<file path="src/hdl/sis_pkg.sv">
// ----------------------------------------------------------------------------
// sis_pkg
// Item types, command and status codes for the sorted integer set table.
// ----------------------------------------------------------------------------
package sis_pkg;

  localparam logic [1:0] CMD_INSERT = 2'd0;
  localparam logic [1:0] CMD_QUERY  = 2'd1;
  localparam logic [1:0] CMD_REMOVE = 2'd2;

  localparam logic [1:0] STAT_OK      = 2'd0;
  localparam logic [1:0] STAT_FULL    = 2'd1;
  localparam logic [1:0] STAT_BAD_POS = 2'd2;

  typedef enum logic [1:0] {
    OP_INS,
    OP_QRY,
    OP_REM,
    OP_NOP
  } op_kind_t;

  typedef struct packed {
    logic [1:0]         cmd;
    logic signed [31:0] value;
    logic [4:0]         position;
  } in_item_t;

  typedef struct packed {
    logic [1:0] status;
    logic       found;
    logic [4:0] count;
  } out_item_t;

  typedef struct packed {
    op_kind_t           kind;
    logic signed [31:0] value;
    logic [4:0]         position;
  } op_t;

  typedef struct packed {
    logic valid;
    op_t  op;
  } op_head_t;

endpackage

</file>
<file path="src/hdl/sis_chan_if.sv">
// ----------------------------------------------------------------------------
// sis_chan_if
// Valid/ready channel carrying one item of payload type T.
// ----------------------------------------------------------------------------
interface sis_chan_if #(parameter type T = logic);
  logic valid;
  logic ready;
  T     data;

  modport source (output valid, output data, input ready);
  modport sink   (input valid, input data, output ready);
endinterface

</file>
<file path="src/hdl/sis_cells.sv">
// ----------------------------------------------------------------------------
// sis_cells
// Row of compare-and-shift cells holding the sorted entries; executes one
// command at a time and drives the result register.
// ----------------------------------------------------------------------------
module sis_cells #(
  parameter int CAPACITY = 16
) (
  input  logic              clk,
  input  logic              rst_n,
  input  sis_pkg::op_head_t head,
  output logic              head_take,
  sis_chan_if.source        out_ch
);

  localparam int CW   = $clog2(CAPACITY + 1);
  localparam int PW   = (CW > 5) ? CW : 5;
  localparam int NGRP = (CAPACITY + 31) / 32;

  localparam logic [1:0] ST_EXEC = 2'd0;
  localparam logic [1:0] ST_RED1 = 2'd1;
  localparam logic [1:0] ST_RED2 = 2'd2;

  logic signed [31:0]  ent_r [CAPACITY];
  logic [CW-1:0]       cnt_r, cnt_nxt;
  logic [1:0]          state_r, state_nxt;
  logic [CAPACITY-1:0] match_r, match_nxt;
  logic [NGRP-1:0]     grp_r, grp_nxt;
  logic                out_valid_r, out_valid_nxt;
  sis_pkg::out_item_t  out_r, out_nxt;

  logic                out_free;
  logic                full;
  logic                pos_ok;
  logic                ins_en, rem_en;
  logic [PW-1:0]       pos_w;
  logic [CAPACITY-1:0] gt;

  assign out_free = !out_valid_r || out_ch.ready;
  assign full     = (cnt_r == CW'(CAPACITY));
  assign pos_w    = PW'(head.op.position);
  assign pos_ok   = (pos_w != '0) && (pos_w <= PW'(cnt_r));

  always_comb begin
    head_take     = 1'b0;
    state_nxt     = state_r;
    cnt_nxt       = cnt_r;
    out_valid_nxt = out_valid_r && !out_ch.ready;
    out_nxt       = out_r;
    ins_en        = 1'b0;
    rem_en        = 1'b0;
    unique case (state_r)
      ST_EXEC: begin
        if (head.valid && head.op.kind == sis_pkg::OP_QRY) begin
          head_take = 1'b1;
          state_nxt = ST_RED1;
        end else if (head.valid && out_free) begin
          head_take      = 1'b1;
          out_valid_nxt  = 1'b1;
          out_nxt.status = sis_pkg::STAT_OK;
          out_nxt.found  = 1'b0;
          unique case (head.op.kind)
            sis_pkg::OP_INS: begin
              if (full) begin
                out_nxt.status = sis_pkg::STAT_FULL;
              end else begin
                ins_en  = 1'b1;
                cnt_nxt = cnt_r + CW'(1);
              end
            end
            sis_pkg::OP_REM: begin
              if (!pos_ok) begin
                out_nxt.status = sis_pkg::STAT_BAD_POS;
              end else begin
                rem_en  = 1'b1;
                cnt_nxt = cnt_r - CW'(1);
              end
            end
            default: begin
            end
          endcase
          out_nxt.count = 5'(cnt_nxt);
        end
      end
      ST_RED1: begin
        state_nxt = ST_RED2;
      end
      ST_RED2: begin
        if (out_free) begin
          out_valid_nxt  = 1'b1;
          out_nxt.status = sis_pkg::STAT_OK;
          out_nxt.found  = |grp_r;
          out_nxt.count  = 5'(cnt_r);
          state_nxt      = ST_EXEC;
        end
      end
      default: begin
        state_nxt = ST_EXEC;
      end
    endcase
  end

  for (genvar i = 0; i < CAPACITY; i++) begin : g_cell
    logic live;
    logic shift_up, take_val, shift_down;
    assign live         = CW'(i) < cnt_r;
    assign gt[i]        = live && (ent_r[i] > head.op.value);
    assign match_nxt[i] = live && (ent_r[i] == head.op.value);

    if (i > 0) begin : g_up
      assign shift_up = gt[i-1];
    end else begin : g_first
      assign shift_up = 1'b0;
    end
    assign take_val = gt[i] || (CW'(i) == cnt_r);
    if (i < CAPACITY - 1) begin : g_down
      assign shift_down = PW'(i + 1) >= pos_w;
    end else begin : g_last
      assign shift_down = 1'b0;
    end

    always_ff @(posedge clk) begin
      if (ins_en) begin
        if (shift_up) begin
          ent_r[i] <= ent_r[(i > 0) ? i - 1 : 0];
        end else if (take_val) begin
          ent_r[i] <= head.op.value;
        end
      end else if (rem_en && shift_down) begin
        ent_r[i] <= ent_r[(i < CAPACITY - 1) ? i + 1 : i];
      end
    end
  end

  for (genvar g = 0; g < NGRP; g++) begin : g_grp
    localparam int LO = g * 32;
    localparam int HI = (LO + 31 < CAPACITY - 1) ? LO + 31 : CAPACITY - 1;
    assign grp_nxt[g] = |match_r[HI:LO];
  end

  always_ff @(posedge clk) begin
    if (!rst_n) begin
      state_r     <= ST_EXEC;
      cnt_r       <= '0;
      out_valid_r <= 1'b0;
    end else begin
      state_r     <= state_nxt;
      cnt_r       <= cnt_nxt;
      out_valid_r <= out_valid_nxt;
    end
  end

  always_ff @(posedge clk) begin
    out_r <= out_nxt;
    if (state_r == ST_EXEC) begin
      match_r <= match_nxt;
    end
    if (state_r == ST_RED1) begin
      grp_r <= grp_nxt;
    end
  end

  assign out_ch.valid = out_valid_r;
  assign out_ch.data  = out_r;

`ifndef SYNTHESIS
  a_cnt_bound: assert property (@(posedge clk) disable iff (!rst_n)
    cnt_r <= CW'(CAPACITY))
    else $error("entry count above capacity");

  a_ins_count: assert property (@(posedge clk) disable iff (!rst_n)
    ins_en |=> cnt_r == $past(cnt_r) + CW'(1))
    else $error("insert did not grow count");

  a_red_seq: assert property (@(posedge clk) disable iff (!rst_n)
    state_r == ST_RED1 |=> state_r == ST_RED2)
    else $error("query reduction skipped a stage");

  for (genvar i = 1; i < CAPACITY; i++) begin : g_chk
    a_sorted: assert property (@(posedge clk) disable iff (!rst_n)
      (CW'(i) < cnt_r) |-> ent_r[i-1] <= ent_r[i])
      else $error("entries out of order");
  end
`endif

endmodule

</file>
<file path="src/flat_wrapper.sv">
// flat-port wrapper written by rule: the top's interface ports become plain ports
module sis_cells_flat 
#(
  parameter int CAPACITY = 16
)
  (clk, rst_n, head, head_take, out_ch_valid, out_ch_data, out_ch_ready);
  sis_chan_if out_ch_i ();
  input  logic clk;
  input  logic rst_n;
  input  sis_pkg::op_head_t head;
  output logic head_take;
  output wire logic [$bits(out_ch_i.valid)-1:0] out_ch_valid;
  output wire logic [$bits(out_ch_i.data)-1:0] out_ch_data;
  input wire logic [$bits(out_ch_i.ready)-1:0] out_ch_ready;
  assign out_ch_valid = out_ch_i.valid;
  assign out_ch_data = out_ch_i.data;
  assign out_ch_i.ready = out_ch_ready;
  sis_cells #(.CAPACITY(CAPACITY)) u_core (.clk(clk), .rst_n(rst_n), .head(head), .head_take(head_take), .out_ch(out_ch_i));
endmodule
</file>
<file path="config.mk">
export PLATFORM = sky130hd
export DESIGN_NAME = sis_cells_flat
export DESIGN_NICKNAME = d
export VERILOG_FILES = /design/src/hdl/sis_pkg.sv /design/src/hdl/sis_chan_if.sv /design/src/hdl/sis_cells.sv /design/src/flat_wrapper.sv
export SDC_FILE = /design/constraint.sdc
export NUM_CORES = 1
export LEC_CHECK = 0
export BUFFER_PORTS_ARGS = -buffer_cell sky130_fd_sc_hd__buf_2
export CELL_PAD_IN_SITES_DETAIL_PLACEMENT = 1
export CELL_PAD_IN_SITES_GLOBAL_PLACEMENT = 1
export CORE_MARGIN = 3
export CORE_UTILIZATION = 31
export DETAILED_ROUTE_END_ITERATION = 7
export PLACE_DENSITY_LB_ADDON = 0.1
export SYNTH_ARGS = -nofsm -noshare
export SYNTH_HDL_FRONTEND = slang
export SYNTH_SLANG_ARGS = --single-unit
</file>
<file path="constraint.sdc">
create_clock -name clk -period 3.3 [get_ports clk]
set_input_delay 0.33 -clock clk [delete_from_list [all_inputs] [get_ports clk]]
set_output_delay 0.33 -clock clk [all_outputs]
set_load 0.03 [all_outputs]
</file>
# [Word level (Yosys, flattened, before mapping)]
# Cells that the tools add are included.
[op_classes] n_mux=17 magnitude_cmp=1 bitwise=1 n_reduce_logical=14 n_eq_ne=9 add_sub_neg=2
[ops] operator="$mux 5" count=2
[ops] operator="$pmux 5 s2" count=1
[ops] operator="$mux 1" count=9
[ops] operator="$ne 2x1->1 const B" count=3
[ops] operator="$pmux 2 s3" count=1
[ops] operator="$add 5x1->5 const B" count=1
[ops] operator="$eq 5x5->1 const B" count=1
[ops] operator="$le 5x5->1" count=1
[ops] operator="$reduce_bool 5->1" count=1
[ops] operator="$sub 5x1->5 const B" count=1
[ops] operator="$eq 2x1->1 const B" count=2
[ops] operator="$eq 2x2->1 const B" count=2
[ops] operator="$logic_and 1x1->1" count=4
[ops] operator="$logic_not 2->1" count=2
[ops] operator="$mux 2" count=2
[ops] operator="$pmux 1 s2" count=2
[ops] operator="$reduce_and 4->1" count=1
[ops] operator="$reduce_and 3->1" count=1
[ops] operator="$logic_not 1->1" count=2
[ops] operator="$ne 2x2->1 const B" count=1
[ops] operator="$reduce_and 2->1" count=1
[ops] operator="$reduce_bool 2->1" count=1
[ops] operator="$logic_or 1x1->1" count=1
[ops] operator="$not 1->1" count=1
[word_totals] ff_bits=9 out_inout_bits=3 in_bits=43 wordCells=48

# [Logic depth before layout (Yosys ltp)]
[depth] ltp_word=7 depth_mapped=8 depth_no_buf=8

# [Worst setup path after synthesis]
# Ideal clock, no wire load.
[synth_timing] kind="flip-flop to flip-flop" startpoint="register u_core.cnt_r[1]" endpoint="register u_core.out_r, in the netlist u_core.out_ch.data, data pin" required_ps=3038 arrival_ps=1541 path_buffers=0 period_less_slack_ps=1803 path_stages_with_launch=9 setup_slack_ps=1497 setup_time_ps=262 cell_sequence="dfxtp_1 -> inv_1 -> ha_1 -> nor2b_1 -> o21ai_2 -> a32oi_4 -> o21ai_2 -> o21ai_0 -> xnor2_1"
[synth_rtl] item="start, declared" line="sis_cells.sv:25" source="logic [CW-1:0] cnt_r, cnt_nxt;"
[synth_rtl] item="start signal, assigned" line="sis_cells.sv:148" source="cnt_r <= cnt_nxt;"
[synth_rtl] item="end signal, assigned" line="sis_cells.sv:154" source="out_r <= out_nxt;"
[synth_rtl] item="end, declared" line="sis_cells.sv:30" source="sis_pkg::out_item_t out_r, out_nxt;"

==> impl_metrics.csv <==
group,metric,value,unit
cells_and_area,layout_commonest_cell,"buf_2",
yosys,syn_avg_cell_area,8.69,um^2
routing,route.detailed.drc,0,
run,cap_violations,0,
worst_setup_path,required,3.31,ns
clock_network,root_buffer,"clkbuf_4",
cells_and_area,area_delta_synth_final,16.7,%
timing,max_freq,486,MHz
die,die_h,55.4,um
place,io_buffers,13,
worst_hold_path,hold_path_class,"input port to flop",
routing,wl_per_cell,14.1,um
worst_setup_path,path_class,"flop to flop",
routing,vias,694,
worst_setup_path,reg2reg_slack,1.24,ns
yosys,netlist-cell-type-count,37,
clock_network,worstSkewPairLatency,0.26,ns
yosys,ys_warn_count,0,
worst_setup_path,worstSetupEndpoint,"u_core.out_ch.data$_DFFE_PP_",
run_status,status,"finished clean",
die,die_x,55.4,um
clock_network,ctsResizeCount,0,
worst_setup_path,crit_path_end_kind,"flop",
power,p_leak,0.366,nW
cells_and_area,layout_common_cells,"buf_2 (13), inv_1 (9), dfxtp_1 (8)",
cells_and_area,final_util,0.391,
global_routing,grt.total_usage,0.129,
yosys,yosysSeqAreaShare,0.252,
timing,rsz0062_at_grt,"no",
worst_hold_path,min_path_cells,3,
routing,routed_wl,1860,um
clock_network,cts_sinks,9,
worst_setup_path,crit_chain,"inv_1 -> ha_1 -> a21o_1 -> a21oi_2 -> a32oi_4 -> o21ai_2 -> o21ai_0 -> xnor2_1",
timing,fin_crit,2.06,ns
die,coreArea,2250,um^2
timing,final-max-slew-violation-count,0,
clock_network,cts_tree,"yes",
clock_network,clkTransAtPathRegs,0.07,ns
worst_setup_path,crit_path_start,"u_core.cnt_r[3]$_SDFFE_PN0P_",
place,gp_congestion,0.833,
die,start_util,0.335,
cells_and_area,n_antenna_cell,0,
worst_setup_path,critical_path_arrival,2.07,ns
clock_network,cts_buffers,3,
global_routing,grt_pass1_wl,3220,um
timing,totalNegativeSetupSlack,0,ns
clock_network,hold_buffers,0,
place,hpwlAfterDp,1550,um
yosys,ys_ff_latch,9,
timing,timing_hold_violations_final,0,
worst_setup_path,path_buf_inv,1,
clock_network,postCtsSetupBuffers,0,
timing,skew,0.0130,ns
die,design.die.area,3070,um^2
worst_setup_path,crit_fanout,5,
worst_setup_path,cp_slowest_cell,"dfxtp_1",
worst_setup_path,startpoint_type,"flop",
worst_setup_path,r2r_cells,8,
routing,ant_nets,0,
worst_setup_path,r2r_end,"u_core.out_ch.data$_DFFE_PP_",
worst_setup_path,r2r-start,"u_core.cnt_r[3]$_SDFFE_PN0P_",
yosys,syn_inst,87,
clock_network,clock_path_buffers,2,
timing,maxSlewHeadroom,0.664,
worst_setup_path,cp.depth,8,
cells_and_area,drive_above_1_share,0.269,
timing,finalCritPeriodShare,0.623,
routing,drt_iter0_markers,10,
timing,hold_slack,0.357,ns
global_routing,grt-ovfl-total,0,
die,num_rows,17,
global_routing,grt_pass1_vias,695,
timing,tightest_slew,0.502,ns
yosys,synth_nets,137,
die,io_pins,46,
worst_setup_path,path_delay_family,"compound AO/OA/AOI/OAI gates",
cells_and_area,layout.nets,155,
routing,routed_via_density,5.26,
power,cellPowerDensity,338,nW/um^2
global_routing,antenna_found_initial,0,
power,vdd_ir_drop_max,166,uV
worst_setup_path,slowest_delay,0.45,ns
yosys,syn-cell-area,756,um^2
routing,drt-pass1-iter-count,4,
global_routing,grt_max_degree,8,
clock_network,h-tree-depth,1,
timing,setup_viol,0,
cells by family after synthesis:
| family | Yosys count | share of synthesized area |
|---|---|---|
| mux | 1 | 0.0132 |
| simple gates | 34 | 0.278 |
| xor+xnor | 1 | 0.0116 |
| flops | 9 | 0.252 |
| fa+ha+maj | 7 | 0.116 |
| buf+inv | 10 | 0.0497 |
| compound gates | 25 | 0.280 |
area by class of cell:
cell class	instances	area, um^2
clock buffer	4	26.3
multi-input combinational	68	528
timing repair buffer	13	65.1
inverter	10	37.5
sequential	9	190
tap	28	35.0
fill	280	1370
tightest hold or removal path, cell delays in order:
cell and delay (ns):
buf_2 0.10, nand2_1 0.09, nor3_1 0.06
synthesized netlist by cell type (all sizes together):
| master | number | share of area |
|---|---|---|
| inv | 10 | 0.050 |
| and2 | 1 | 0.012 |
| nor2b | 1 | 0.0083 |
| nand3 | 2 | 0.013 |
| nand2 | 7 | 0.035 |
| nand2b | 3 | 0.035 |
| nor4 | 2 | 0.036 |
| and3 | 3 | 0.031 |
| a311oi | 1 | 0.020 |
| dfxtp | 8 | 0.21 |
| a21o | 2 | 0.020 |
| o21ai | 5 | 0.043 |
| edfxtp | 1 | 0.040 |
| nor3 | 3 | 0.020 |
| nor3b | 1 | 0.017 |
| nand4 | 2 | 0.017 |
| mux2i | 1 | 0.013 |
| o2111ai | 2 | 0.023 |
| and2b | 1 | 0.0099 |
| ha | 7 | 0.12 |
| a31oi | 1 | 0.0083 |
| xnor2 | 1 | 0.012 |
| o211a | 1 | 0.013 |
| nor2 | 7 | 0.035 |
| nand3b | 1 | 0.0099 |
| o21a | 2 | 0.020 |
| a21oi | 7 | 0.066 |
| a32oi | 1 | 0.036 |
| o31ai | 2 | 0.020 |
| a211oi | 1 | 0.0099 |
metal layers:
layer | up-vias | global-route usage | part of all wire
met4 | 0 | 0.0313 | 0.0032
met5 | - | 0 | 0
met3 | 2 | 0.0374 | 0.046
li1 | 355 | - | -
met2 | 16 | 0.211 | 0.45
met1 | 321 | 0.167 | 0.50
flip-flops by register name, indices dropped and copies added, names as in the netlist:
register and cells:
u_core.cnt_r 5, u_core.out_ch.data 1, u_core.out_ch.valid 1, u_core.state_r 2
power by group:
group | switching (mW) | internal [mW] | total (mW) | leakage (nW)
sequential | 0.00635 | 0.117 | 0.123 | 0.0749
combinational | 0.0527 | 0.0364 | 0.0891 | 0.277
clock | 0.0395 | 0.0465 | 0.0861 | 0.0150
per-stage QoR:
step	setup slack, ns	power [mW]	cell area [um^2]	instances
floorplan	1.50	0.189	756	87
global placement	1.27	0.213	856	128
detailed placement	1.26	0.215	856	128
CTS	1.23	0.301	882	132
global route	1.13	0.317	882	132
finish	1.24	0.298	882	132
worst min path at each step:
stage                                     end                           start  slack [ns]
3_3_place_gp   u_core.state_r[1]$_SDFFE_PN0P_  u_core.state_r[1]$_SDFFE_PN0P_        0.50
6_report       u_core.state_r[0]$_SDFFE_PN0P_                        head[39]        0.36
4_1_cts        u_core.state_r[0]$_SDFFE_PN0P_                        head[39]        0.36
2_1_floorplan    u_core.cnt_r[1]$_SDFFE_PN0P_                           rst_n        0.46
5_1_grt          u_core.cnt_r[1]$_SDFFE_PN0P_                           rst_n        0.36
3_5_place_dp   u_core.state_r[1]$_SDFFE_PN0P_  u_core.state_r[1]$_SDFFE_PN0P_        0.52
Note: power is estimated with default switching activity, not from simulation.
